File: src/design/ffsa_pkg.sv
// ffsa_pkg: shared types and constants for the first-fit segment allocator
// segment record, table write request, shared arithmetic unit types and sequencer states
// no dependencies
`timescale 1ns / 1ps

package ffsa_pkg;

    localparam int MAX_SEGMENTS = 32;
    localparam int ADDR_BITS    = 16;
    localparam int IDX_W        = $clog2(MAX_SEGMENTS);
    localparam int CNT_W        = $clog2(MAX_SEGMENTS + 1);

    localparam logic [ADDR_BITS-1:0] POOL_RESET = ADDR_BITS'(1024);

    localparam logic FUNC_ALLOC = 1'b0;
    localparam logic FUNC_FREE  = 1'b1;

    typedef enum logic [2:0] {
        STAT_OK         = 3'd0,
        STAT_NO_SPACE   = 3'd1,
        STAT_NOT_FOUND  = 3'd2,
        STAT_TABLE_FULL = 3'd3,
        STAT_ZERO_SIZE  = 3'd4
    } status_t;

    typedef struct packed {
        logic [ADDR_BITS-1:0] start;
        logic [ADDR_BITS-1:0] length;
        logic                 used;
    } seg_t;

    typedef struct packed {
        logic             en;
        logic [IDX_W-1:0] addr;
        seg_t             data;
    } tbl_wr_t;

    typedef enum logic {
        ALU_ADD = 1'b0,
        ALU_SUB = 1'b1
    } alu_op_t;

    typedef struct packed {
        logic [ADDR_BITS-1:0] value;
        logic                 borrow;
    } alu_res_t;

    typedef enum logic [3:0] {
        FSM_INIT,
        FSM_IDLE,
        FSM_SCAN,
        FSM_ALLOC_CHK,
        FSM_SHIFT_UP,
        FSM_ALLOC_WR,
        FSM_FREE_RDN,
        FSM_FREE_RDP,
        FSM_FREE_GETP,
        FSM_FREE_WR,
        FSM_SHIFT_DN,
        FSM_RESP
    } fsm_t;

endpackage

File: src/design/ffsa_alu.sv
// ffsa_alu: shared add / subtract unit for the scan compares and the end and merge sums
// depends on ffsa_pkg
`timescale 1ns / 1ps

module ffsa_alu
    import ffsa_pkg::*;
(
    input  alu_op_t              op,
    input  logic [ADDR_BITS-1:0] a,
    input  logic [ADDR_BITS-1:0] b,
    output alu_res_t             res
);

    logic [ADDR_BITS:0] wide;

    always_comb
    begin
        case (op)
            ALU_ADD: wide = {1'b0, a} + {1'b0, b};
            ALU_SUB: wide = {1'b0, a} - {1'b0, b};
            default: wide = '0;
        endcase
        res.value  = wide[ADDR_BITS-1:0];
        // carry out of the add, borrow out of the subtract
        res.borrow = wide[ADDR_BITS];
    end

endmodule

File: src/design/ffsa_table.sv
// ffsa_table: segment table memory, one write port and one registered read port
// depends on ffsa_pkg
`timescale 1ns / 1ps

module ffsa_table
    import ffsa_pkg::*;
(
    input  logic             clk,
    input  tbl_wr_t          wr,
    input  logic [IDX_W-1:0] rd_addr,
    output seg_t             rd_data
);

    seg_t mem [MAX_SEGMENTS];
    seg_t rd_data_reg;

    always_ff @(posedge clk)
    begin
        if (wr.en)
        begin
            mem[wr.addr] <= wr.data;
        end
    end

    always_ff @(posedge clk)
    begin
        rd_data_reg <= mem[rd_addr];
    end

    assign rd_data = rd_data_reg;

endmodule

File: src/design/first_fit_segment_allocator_top.sv
// first_fit_segment_allocator_top: sequencer, registers and output stage of the allocator
// depends on ffsa_pkg, ffsa_alu, ffsa_table
//
// usage:
//   input channel (in_valid / in_stall) carries func, request_size and address.
//   func 0 allocates request_size units first-fit, func 1 frees the used segment
//   starting at address and merges it with free neighbors.
//   output channel (out_valid / out_stall) carries status, block_start, block_size,
//   one result per request, in request order.
//   cfg_write / cfg_data set pool_size and reset the table to one free segment;
//   write only while no request is in flight.
// timing:
//   one request at a time; in_stall is high from the transfer until the result is
//   loaded into the output register. the scan reads one entry per cycle through the
//   registered table read port, and an insert or remove moves one entry per cycle.
// reset:
//   pool_size returns to 1024 and the table holds one free segment; after reset
//   (and after each cfg write) the init state writes entry 0, in_stall stays high.
//   a stalled result stays in the output register; the next request is still
//   accepted and waits for it only when its own result is ready.
`timescale 1ns / 1ps

module first_fit_segment_allocator_top
    import ffsa_pkg::*;
(
    input  logic                 clk,
    input  logic                 rst_n,
    input  logic                 cfg_write,
    input  logic [ADDR_BITS-1:0] cfg_data,
    input  logic                 in_valid,
    output logic                 in_stall,
    input  logic                 func,
    input  logic [ADDR_BITS-1:0] request_size,
    input  logic [ADDR_BITS-1:0] address,
    output logic                 out_valid,
    input  logic                 out_stall,
    output logic [2:0]           status,
    output logic [ADDR_BITS-1:0] block_start,
    output logic [ADDR_BITS-1:0] block_size
);

    fsm_t                 state_reg, state_next;
    logic [ADDR_BITS-1:0] pool_reg, pool_next;
    logic [CNT_W-1:0]     count_reg, count_next;
    logic                 op_reg, op_next;
    logic [ADDR_BITS-1:0] req_reg, req_next;
    logic [ADDR_BITS-1:0] addr_reg, addr_next;
    logic [CNT_W-1:0]     ptr_reg, ptr_next;
    logic                 pend_reg, pend_next;
    logic [CNT_W-1:0]     pend_idx_reg, pend_idx_next;
    logic [CNT_W-1:0]     idx_reg, idx_next;
    logic [CNT_W-1:0]     end_reg, end_next;
    logic [1:0]           dist_reg, dist_next;
    logic [ADDR_BITS-1:0] seg_start_reg, seg_start_next;
    logic [ADDR_BITS-1:0] acc_reg, acc_next;
    logic [ADDR_BITS-1:0] rest_reg, rest_next;
    logic [ADDR_BITS-1:0] sum_reg, sum_next;
    logic                 merge_next_reg, merge_next_next;
    logic                 merge_prev_reg, merge_prev_next;
    status_t              res_status_reg, res_status_next;
    logic                 out_valid_reg, out_valid_next;
    status_t              out_status_reg, out_status_next;
    logic [ADDR_BITS-1:0] out_start_reg, out_start_next;
    logic [ADDR_BITS-1:0] out_size_reg, out_size_next;

    tbl_wr_t              tbl_wr;
    logic [CNT_W-1:0]     rd_ptr;
    seg_t                 tbl_rd;
    alu_op_t              alu_op;
    logic [ADDR_BITS-1:0] alu_a;
    logic [ADDR_BITS-1:0] alu_b;
    alu_res_t             alu_res;

    logic [CNT_W-1:0]     idx_inc;
    logic [CNT_W-1:0]     idx_dec;
    logic [CNT_W-1:0]     pend_up;
    logic [CNT_W-1:0]     pend_dn;
    logic [CNT_W-1:0]     count_last;
    logic                 out_free;
    logic                 in_xfer;

    assign idx_inc    = idx_reg + CNT_W'(1);
    assign idx_dec    = idx_reg - CNT_W'(1);
    assign pend_up    = pend_idx_reg + CNT_W'(1);
    assign pend_dn    = pend_idx_reg - CNT_W'(dist_reg);
    assign count_last = count_reg - CNT_W'(1);
    assign out_free   = !out_valid_reg || !out_stall;
    assign in_stall   = (state_reg != FSM_IDLE);
    assign in_xfer    = in_valid && !in_stall;

    ffsa_table u_table (
        .clk     (clk),
        .wr      (tbl_wr),
        .rd_addr (rd_ptr[IDX_W-1:0]),
        .rd_data (tbl_rd)
    );

    ffsa_alu u_alu (
        .op  (alu_op),
        .a   (alu_a),
        .b   (alu_b),
        .res (alu_res)
    );

    // operand selection for the shared unit
    always_comb
    begin
        alu_op = ALU_SUB;
        alu_a  = tbl_rd.length;
        alu_b  = req_reg;
        case (state_reg)
            FSM_SCAN:
            begin
                alu_op = ALU_SUB;
                if (op_reg == FUNC_ALLOC)
                begin
                    alu_a = tbl_rd.length;
                    alu_b = req_reg;
                end
                else
                begin
                    alu_a = tbl_rd.start;
                    alu_b = addr_reg;
                end
            end
            FSM_ALLOC_CHK:
            begin
                alu_op = ALU_ADD;
                alu_a  = seg_start_reg;
                alu_b  = req_reg;
            end
            FSM_FREE_RDP:
            begin
                alu_op = ALU_ADD;
                alu_a  = acc_reg;
                alu_b  = tbl_rd.length;
            end
            FSM_FREE_GETP:
            begin
                alu_op = ALU_ADD;
                alu_a  = tbl_rd.length;
                alu_b  = acc_reg;
            end
            default:
            begin
                alu_op = ALU_SUB;
            end
        endcase
    end

    always_ff @(posedge clk or negedge rst_n)
    begin
        if (!rst_n)
        begin
            state_reg     <= FSM_INIT;
            pool_reg      <= POOL_RESET;
            count_reg     <= CNT_W'(1);
            pend_reg      <= 1'b0;
            out_valid_reg <= 1'b0;
        end
        else
        begin
            state_reg     <= state_next;
            pool_reg      <= pool_next;
            count_reg     <= count_next;
            pend_reg      <= pend_next;
            out_valid_reg <= out_valid_next;
        end
    end

    always_ff @(posedge clk)
    begin
        op_reg         <= op_next;
        req_reg        <= req_next;
        addr_reg       <= addr_next;
        ptr_reg        <= ptr_next;
        pend_idx_reg   <= pend_idx_next;
        idx_reg        <= idx_next;
        end_reg        <= end_next;
        dist_reg       <= dist_next;
        seg_start_reg  <= seg_start_next;
        acc_reg        <= acc_next;
        rest_reg       <= rest_next;
        sum_reg        <= sum_next;
        merge_next_reg <= merge_next_next;
        merge_prev_reg <= merge_prev_next;
        res_status_reg <= res_status_next;
        out_status_reg <= out_status_next;
        out_start_reg  <= out_start_next;
        out_size_reg   <= out_size_next;
    end

    always_comb
    begin
        state_next      = state_reg;
        pool_next       = pool_reg;
        count_next      = count_reg;
        op_next         = op_reg;
        req_next        = req_reg;
        addr_next       = addr_reg;
        ptr_next        = ptr_reg;
        pend_next       = pend_reg;
        pend_idx_next   = pend_idx_reg;
        idx_next        = idx_reg;
        end_next        = end_reg;
        dist_next       = dist_reg;
        seg_start_next  = seg_start_reg;
        acc_next        = acc_reg;
        rest_next       = rest_reg;
        sum_next        = sum_reg;
        merge_next_next = merge_next_reg;
        merge_prev_next = merge_prev_reg;
        res_status_next = res_status_reg;
        out_status_next = out_status_reg;
        out_start_next  = out_start_reg;
        out_size_next   = out_size_reg;
        out_valid_next  = out_valid_reg && out_stall;
        rd_ptr          = ptr_reg;
        tbl_wr          = '0;

        case (state_reg)
            FSM_INIT:
            begin
                tbl_wr.en          = 1'b1;
                tbl_wr.addr        = '0;
                tbl_wr.data.start  = '0;
                tbl_wr.data.length = pool_reg;
                tbl_wr.data.used   = 1'b0;
                state_next         = FSM_IDLE;
            end

            FSM_IDLE:
            begin
                if (in_xfer)
                begin
                    op_next   = func;
                    req_next  = request_size;
                    addr_next = address;
                    ptr_next  = '0;
                    pend_next = 1'b0;
                    if (func == FUNC_ALLOC && request_size == '0)
                    begin
                        res_status_next = STAT_ZERO_SIZE;
                        state_next      = FSM_RESP;
                    end
                    else
                    begin
                        state_next = FSM_SCAN;
                    end
                end
            end

            // one read issued per cycle, compared in the cycle after its issue
            FSM_SCAN:
            begin
                rd_ptr        = ptr_reg;
                pend_next     = (ptr_reg < count_reg);
                pend_idx_next = ptr_reg;
                if (ptr_reg < count_reg)
                begin
                    ptr_next = ptr_reg + CNT_W'(1);
                end
                if (pend_reg)
                begin
                    if ((op_reg == FUNC_ALLOC) ? (!tbl_rd.used && !alu_res.borrow)
                                               : (tbl_rd.used && alu_res.value == '0))
                    begin
                        pend_next      = 1'b0;
                        idx_next       = pend_idx_reg;
                        seg_start_next = tbl_rd.start;
                        acc_next       = tbl_rd.length;
                        rest_next      = alu_res.value;
                        state_next     = (op_reg == FUNC_ALLOC) ? FSM_ALLOC_CHK
                                                                : FSM_FREE_RDN;
                    end
                    else if (pend_idx_reg == count_last)
                    begin
                        pend_next       = 1'b0;
                        res_status_next = (op_reg == FUNC_ALLOC) ? STAT_NO_SPACE
                                                                 : STAT_NOT_FOUND;
                        state_next      = FSM_RESP;
                    end
                end
            end

            FSM_ALLOC_CHK:
            begin
                if (rest_reg != '0 && count_reg == CNT_W'(MAX_SEGMENTS))
                begin
                    res_status_next = STAT_TABLE_FULL;
                    state_next      = FSM_RESP;
                end
                else
                begin
                    tbl_wr.en          = 1'b1;
                    tbl_wr.addr        = idx_reg[IDX_W-1:0];
                    tbl_wr.data.start  = seg_start_reg;
                    tbl_wr.data.length = req_reg;
                    tbl_wr.data.used   = 1'b1;
                    res_status_next    = STAT_OK;
                    sum_next           = alu_res.value;
                    ptr_next           = count_last;
                    pend_next          = 1'b0;
                    state_next         = (rest_reg == '0) ? FSM_RESP : FSM_SHIFT_UP;
                end
            end

            // open a hole at idx + 1, moving entries up from the top down
            FSM_SHIFT_UP:
            begin
                rd_ptr        = ptr_reg;
                pend_next     = (ptr_reg > idx_reg);
                pend_idx_next = ptr_reg;
                if (ptr_reg > idx_reg)
                begin
                    ptr_next = ptr_reg - CNT_W'(1);
                end
                if (pend_reg)
                begin
                    tbl_wr.en   = 1'b1;
                    tbl_wr.addr = pend_up[IDX_W-1:0];
                    tbl_wr.data = tbl_rd;
                end
                if (!(ptr_reg > idx_reg) && !pend_reg)
                begin
                    state_next = FSM_ALLOC_WR;
                end
            end

            FSM_ALLOC_WR:
            begin
                tbl_wr.en          = 1'b1;
                tbl_wr.addr        = idx_inc[IDX_W-1:0];
                tbl_wr.data.start  = sum_reg;
                tbl_wr.data.length = rest_reg;
                tbl_wr.data.used   = 1'b0;
                count_next         = count_reg + CNT_W'(1);
                state_next         = FSM_RESP;
            end

            FSM_FREE_RDN:
            begin
                rd_ptr     = idx_inc;
                state_next = FSM_FREE_RDP;
            end

            FSM_FREE_RDP:
            begin
                rd_ptr          = idx_dec;
                merge_next_next = 1'b0;
                if (idx_inc < count_reg && !tbl_rd.used)
                begin
                    merge_next_next = 1'b1;
                    acc_next        = alu_res.value;
                end
                state_next = FSM_FREE_GETP;
            end

            FSM_FREE_GETP:
            begin
                merge_prev_next = 1'b0;
                if (idx_reg != '0 && !tbl_rd.used)
                begin
                    merge_prev_next = 1'b1;
                    acc_next        = alu_res.value;
                    seg_start_next  = tbl_rd.start;
                end
                state_next = FSM_FREE_WR;
            end

            FSM_FREE_WR:
            begin
                tbl_wr.en          = 1'b1;
                tbl_wr.addr        = merge_prev_reg ? idx_dec[IDX_W-1:0] : idx_reg[IDX_W-1:0];
                tbl_wr.data.start  = seg_start_reg;
                tbl_wr.data.length = acc_reg;
                tbl_wr.data.used   = 1'b0;
                res_status_next    = STAT_OK;
                dist_next          = {1'b0, merge_next_reg} + {1'b0, merge_prev_reg};
                ptr_next           = idx_inc + CNT_W'(merge_next_reg);
                end_next           = count_last;
                count_next         = count_reg - CNT_W'(merge_next_reg)
                                     - CNT_W'(merge_prev_reg);
                pend_next          = 1'b0;
                state_next         = (merge_next_reg || merge_prev_reg) ? FSM_SHIFT_DN
                                                                        : FSM_RESP;
            end

            // close the gap left by merged entries, moving entries down
            FSM_SHIFT_DN:
            begin
                rd_ptr        = ptr_reg;
                pend_next     = (ptr_reg <= end_reg);
                pend_idx_next = ptr_reg;
                if (ptr_reg <= end_reg)
                begin
                    ptr_next = ptr_reg + CNT_W'(1);
                end
                if (pend_reg)
                begin
                    tbl_wr.en   = 1'b1;
                    tbl_wr.addr = pend_dn[IDX_W-1:0];
                    tbl_wr.data = tbl_rd;
                end
                if (!(ptr_reg <= end_reg) && !pend_reg)
                begin
                    state_next = FSM_RESP;
                end
            end

            FSM_RESP:
            begin
                if (out_free)
                begin
                    out_valid_next  = 1'b1;
                    out_status_next = res_status_reg;
                    if (res_status_reg != STAT_OK)
                    begin
                        out_start_next = '0;
                        out_size_next  = '0;
                    end
                    else if (op_reg == FUNC_ALLOC)
                    begin
                        out_start_next = seg_start_reg;
                        out_size_next  = req_reg;
                    end
                    else
                    begin
                        out_start_next = seg_start_reg;
                        out_size_next  = acc_reg;
                    end
                    state_next = FSM_IDLE;
                end
            end

            default:
            begin
                state_next = FSM_INIT;
            end
        endcase

        // new pool size: table goes back to a single free segment
        if (cfg_write)
        begin
            pool_next  = cfg_data;
            count_next = CNT_W'(1);
            state_next = FSM_INIT;
        end
    end

    assign out_valid   = out_valid_reg;
    assign status      = out_status_reg;
    assign block_start = out_start_reg;
    assign block_size  = out_size_reg;

`ifndef SYNTH
    a_count_range: assert property (@(posedge clk) disable iff (!rst_n)
        count_reg != '0 && count_reg <= CNT_W'(MAX_SEGMENTS))
        else $error("segment count out of range");

    a_insert_room: assert property (@(posedge clk) disable iff (!rst_n)
        state_reg == FSM_SHIFT_UP |-> count_reg < CNT_W'(MAX_SEGMENTS))
        else $error("insert started on a full table");

    a_fail_zero: assert property (@(posedge clk) disable iff (!rst_n)
        out_valid_reg && out_status_reg != STAT_OK |-> block_start == '0 && block_size == '0)
        else $error("failed result carries a nonzero block");

    a_xfer_busy: assert property (@(posedge clk) disable iff (!rst_n)
        in_xfer && !cfg_write |=> state_reg == FSM_SCAN || state_reg == FSM_RESP)
        else $error("request transfer did not start the sequencer");
`endif

endmodule

File: config.mk
export PLATFORM = sky130hd
export DESIGN_NAME = first_fit_segment_allocator_top
export DESIGN_NICKNAME = d
export VERILOG_FILES = /design/src/design/ffsa_pkg.sv /design/src/design/ffsa_alu.sv /design/src/design/ffsa_table.sv /design/src/design/first_fit_segment_allocator_top.sv
export SDC_FILE = /design/constraint.sdc
export NUM_CORES = 2
export LEC_CHECK = 0
export ABC_AREA = 1
export BUFFER_PORTS_ARGS = -buffer_cell sky130_fd_sc_hd__buf_2
export CORE_ASPECT_RATIO = 0.6
export CORE_MARGIN = 2
export CORE_UTILIZATION = 40
export DETAILED_ROUTE_END_ITERATION = 10
export GPL_TIMING_DRIVEN = 0
export PLACE_DENSITY = 0.55
export RECOVER_POWER = 50
export SLEW_MARGIN = 20
export SYNTH_ARGS = -nofsm -noshare
export SYNTH_HDL_FRONTEND = slang
export SYNTH_SLANG_ARGS = --single-unit
File: constraint.sdc
create_clock -name clk -period 5.5 [get_ports clk]
set_input_delay 1.1 -clock clk [delete_from_list [all_inputs] [get_ports clk]]
set_output_delay 1.1 -clock clk [all_outputs]
set_load 0.02 [all_outputs]
==> reports/results.txt <==
status: finished with violations
failing checks: capacitance limit, slew limit
VDD IR max: 0.426 mV
DRC: 0
CP Capture Type: flip-flop
root buf cell: clkbuf_16
crit path DAT: 5.85 ns
Via density: 5.97
Clk pin slew, worst setup/hold paths: 0.06 ns
GP Congestion: 1.00
total grt overflow: 0
max_cap viols: 2
CTS H-tree lvls: 3
Final Setup Violations: 0
CP max-delay cell: dfrtp_2
power per cell area: 631 nW/um^2
TritonRoute pass-1 iters: 5
Max stage delay on crit path: 0.48 ns
HP Start: res_status_reg[0]
sequential fraction of the synthesis area: 0.708
io pins: 91
most frequent CP cell: nand2_1
Die Ht: 288 microns
Hold WC Path Type: reg2reg
#FFs+latches synth: 1280
Worst Path Required: 5.97 ns
post-synthesis async set-or-reset flop share: 0.0219
via count of the first global-routing pass: 35600
max frequency: 0.186 GHz
cell area after synthesis: 53700 sq um
combinational power share: 0.455
input/output buffers: 89
ANT nets after route: 0
top cell type's share of synthesized area: 0.682
Synthesized Nets: 4478
Startpoint Class: flip-flop
switch share: 0.447
fin. max-slew vios: 56
R2R setup slack: 0.13 ns
Tot GR Track Use: 0.274
global-route wire length before repair: 269000 microns
Worst Path Buf+Inv: 5
CP Max Fanout: 10
DIE AREA: 137000 sq um
P_leak: 21.4 nW
Starting Density: 0.402
core area: 134000 sq um
EDFF count, synth: 1219
final hold vios: 0
Final Power: 39.8 mW
worst skew pair latency: 0.76 ns
CTS Buffer Depth: 3
top cells by area, synth: edfxtp_1 68%, nor2_1 5.2%, o21ai_0 5.1%
CTS tree: done
final core area utilization: 0.472
worst rel slew slack: -0.299
most common cell after layout, fill and taps aside: edfxtp_1
Clock Sink Count: 1280
Post-Synthesis Cells: 4363
Critical Setup Path Class: reg2reg
count of cell types in the netlist: 57
fin crit share: 0.977
pin count of the biggest net entering global routing: 33
clock power share: 0.210
number of flip-flops in the largest register: 1056
Routed WL: 192000 microns
FF-to-FF Start: state_reg[3]
Area growth syn-to-layout: 17.5%
Placement Rows: 104
YS warnings: 0
net switching power figure: 17.8 mW
worst clock skew: 0.0473 ns
Final nets: 4843
critical path launch point: state_reg[3]
ys flop type: edfxtp_1
die width: 477 microns
minimum clock period: 5.37 ns
P_int: 22.0 mW
share of layout cells above drive strength 1: 0.124
Yosys top cell by area: edfxtp_1
Routed WL per cell: 28.9 microns
CTS Buf Count: 117
1st-iter DRT viols: 6433
most frequent cells in the layout: 1219 x edfxtp_1, 704 x nor2_1, 531 x o21ai_0
Seq pwr share: 0.335
Mean Syn Cell Area: 12.3 sq um
Crit path max-delay family: simple AND/OR/NAND/NOR gates
DR vias: 39600
DP HPWL: 143000 microns
slew of the pin with the lowest slew margin: 1.95 ns
initial antenna violation count: 6
metrics by stage:
step / TNS [ns] / hold WS, ns / setup slack (ns) / cell area (sq um) / instances
floorplan: 0 / 0.417 / 0.459 / 53700 / 4363
global placement: -3812.69 / 0.425 / -3.89 / 56400 / 6254
detailed placement: -104.07 / 0.434 / -2.07 / 58700 / 6378
CTS: 0 / 0.414 / 0.00739 / 62700 / 6600
global route: -1.10 / 0.456 / -0.0663 / 63100 / 6632
finish: 0 / 0.445 / 0.125 / 63100 / 6633
power by group through the flow:
stage	Clock [mW]	Sequential [mW]	Combinational, mW
global placement	0	13.7	15.6
CTS	8.40	13.3	16.9
floorplan	0	13.3	8.96
finish	8.35	13.4	18.1
detailed placement	0	13.5	16.6
global route	8.78	13.4	19.2
final timing paths:
kind	end	cells after the start
min	status[0]	0
min in group asynchronous	pool_reg[5]	1
max	seg_start_reg[7]	29
min reg2reg	status[0]	0
max reg2reg	seg_start_reg[7]	29
max in group asynchronous	state_reg[2]	1
layout make-up:
class | count | area (sq um)
Fill cell | 12000 | 70600
Sequential cell | 1280 | 38000
Multi-Input combinational cell | 2627 | 14600
Clock buffer | 151 | 3150
Timing Repair Buffer | 247 | 2500
Tap cell | 1802 | 2250
Buffer | 266 | 1200
Inverter | 188 | 727
Clock inverter | 69 | 694
Timing Repair inverter | 1 | 5.00
Antenna cell | 2 | 5.00
metal layers:
metal,vias to the layer above,track usage,wire length (microns)
li1,17000,-,-
met1,19800,0.464,92900
met2,2535,0.313,66000
met3,236,0.102,29000
met4,8,0.0564,3670
met5,-,0.0109,248
what timing repair did:
action / CTS / global route
setup buffers: 3 / 30
cloned: 0 / 2
hold buffers: 0 / 0
gates resized for setup: 39 / 85
pin swaps: 5 / 21
setup endpoints to repair: 62 / 62
Yosys cell counts (2+ instances only):
master    number
nor3_1        14
inv_4          2
edfxtp_1    1219
buf_6          3
dfxtp_1       33
buf_1         17
o21bai_1       3
a21o_1         5
o21ai_0      545
o211ai_1      60
nand4_1        9
nand2_2       10
o21ai_1       79
a21oi_1       72
nand3_1      167
nor2_4         6
o22ai_1       45
nor2_1       749
buf_2         75
fa_1           4
a22oi_1        4
o221ai_1     242
clkinv_1       2
nand2_4        3
buf_4          4
xnor2_1       11
nand2_1      406
clkbuf_1     169
nor4_1         8
o31ai_1        2
dfrtp_1       26
a31oi_1       35
a211oi_1       7
inv_2          5
a221o_1        2
xor2_1        29
or2_2          2
ha_1          57
a221oi_1      21
inv_1        179
nor2_2         6
dfstp_2        2
nand3b_1       6
nand3_2        5
kinds of logic (layout without fill, tap and decap cells):
| kind of cell | count (synthesis) | after routing | synth area share |
|---|---|---|---|
| AND/OR/NAND/NOR | 1395 | 1395 | 0.106 |
| XOR/XNOR | 40 | 40 | 0.00653 |
| flip-flops | 1280 | 1280 | 0.708 |
| AO/OA/AOI/OAI | 1131 | 1131 | 0.131 |
| adder cells (fa/ha/maj) | 61 | 61 | 0.0148 |
| other | 0 | 2 | 0 |
| buffers and inverters | 456 | 922 | 0.0344 |
Note: power is estimated with default switching activity, not from simulation.
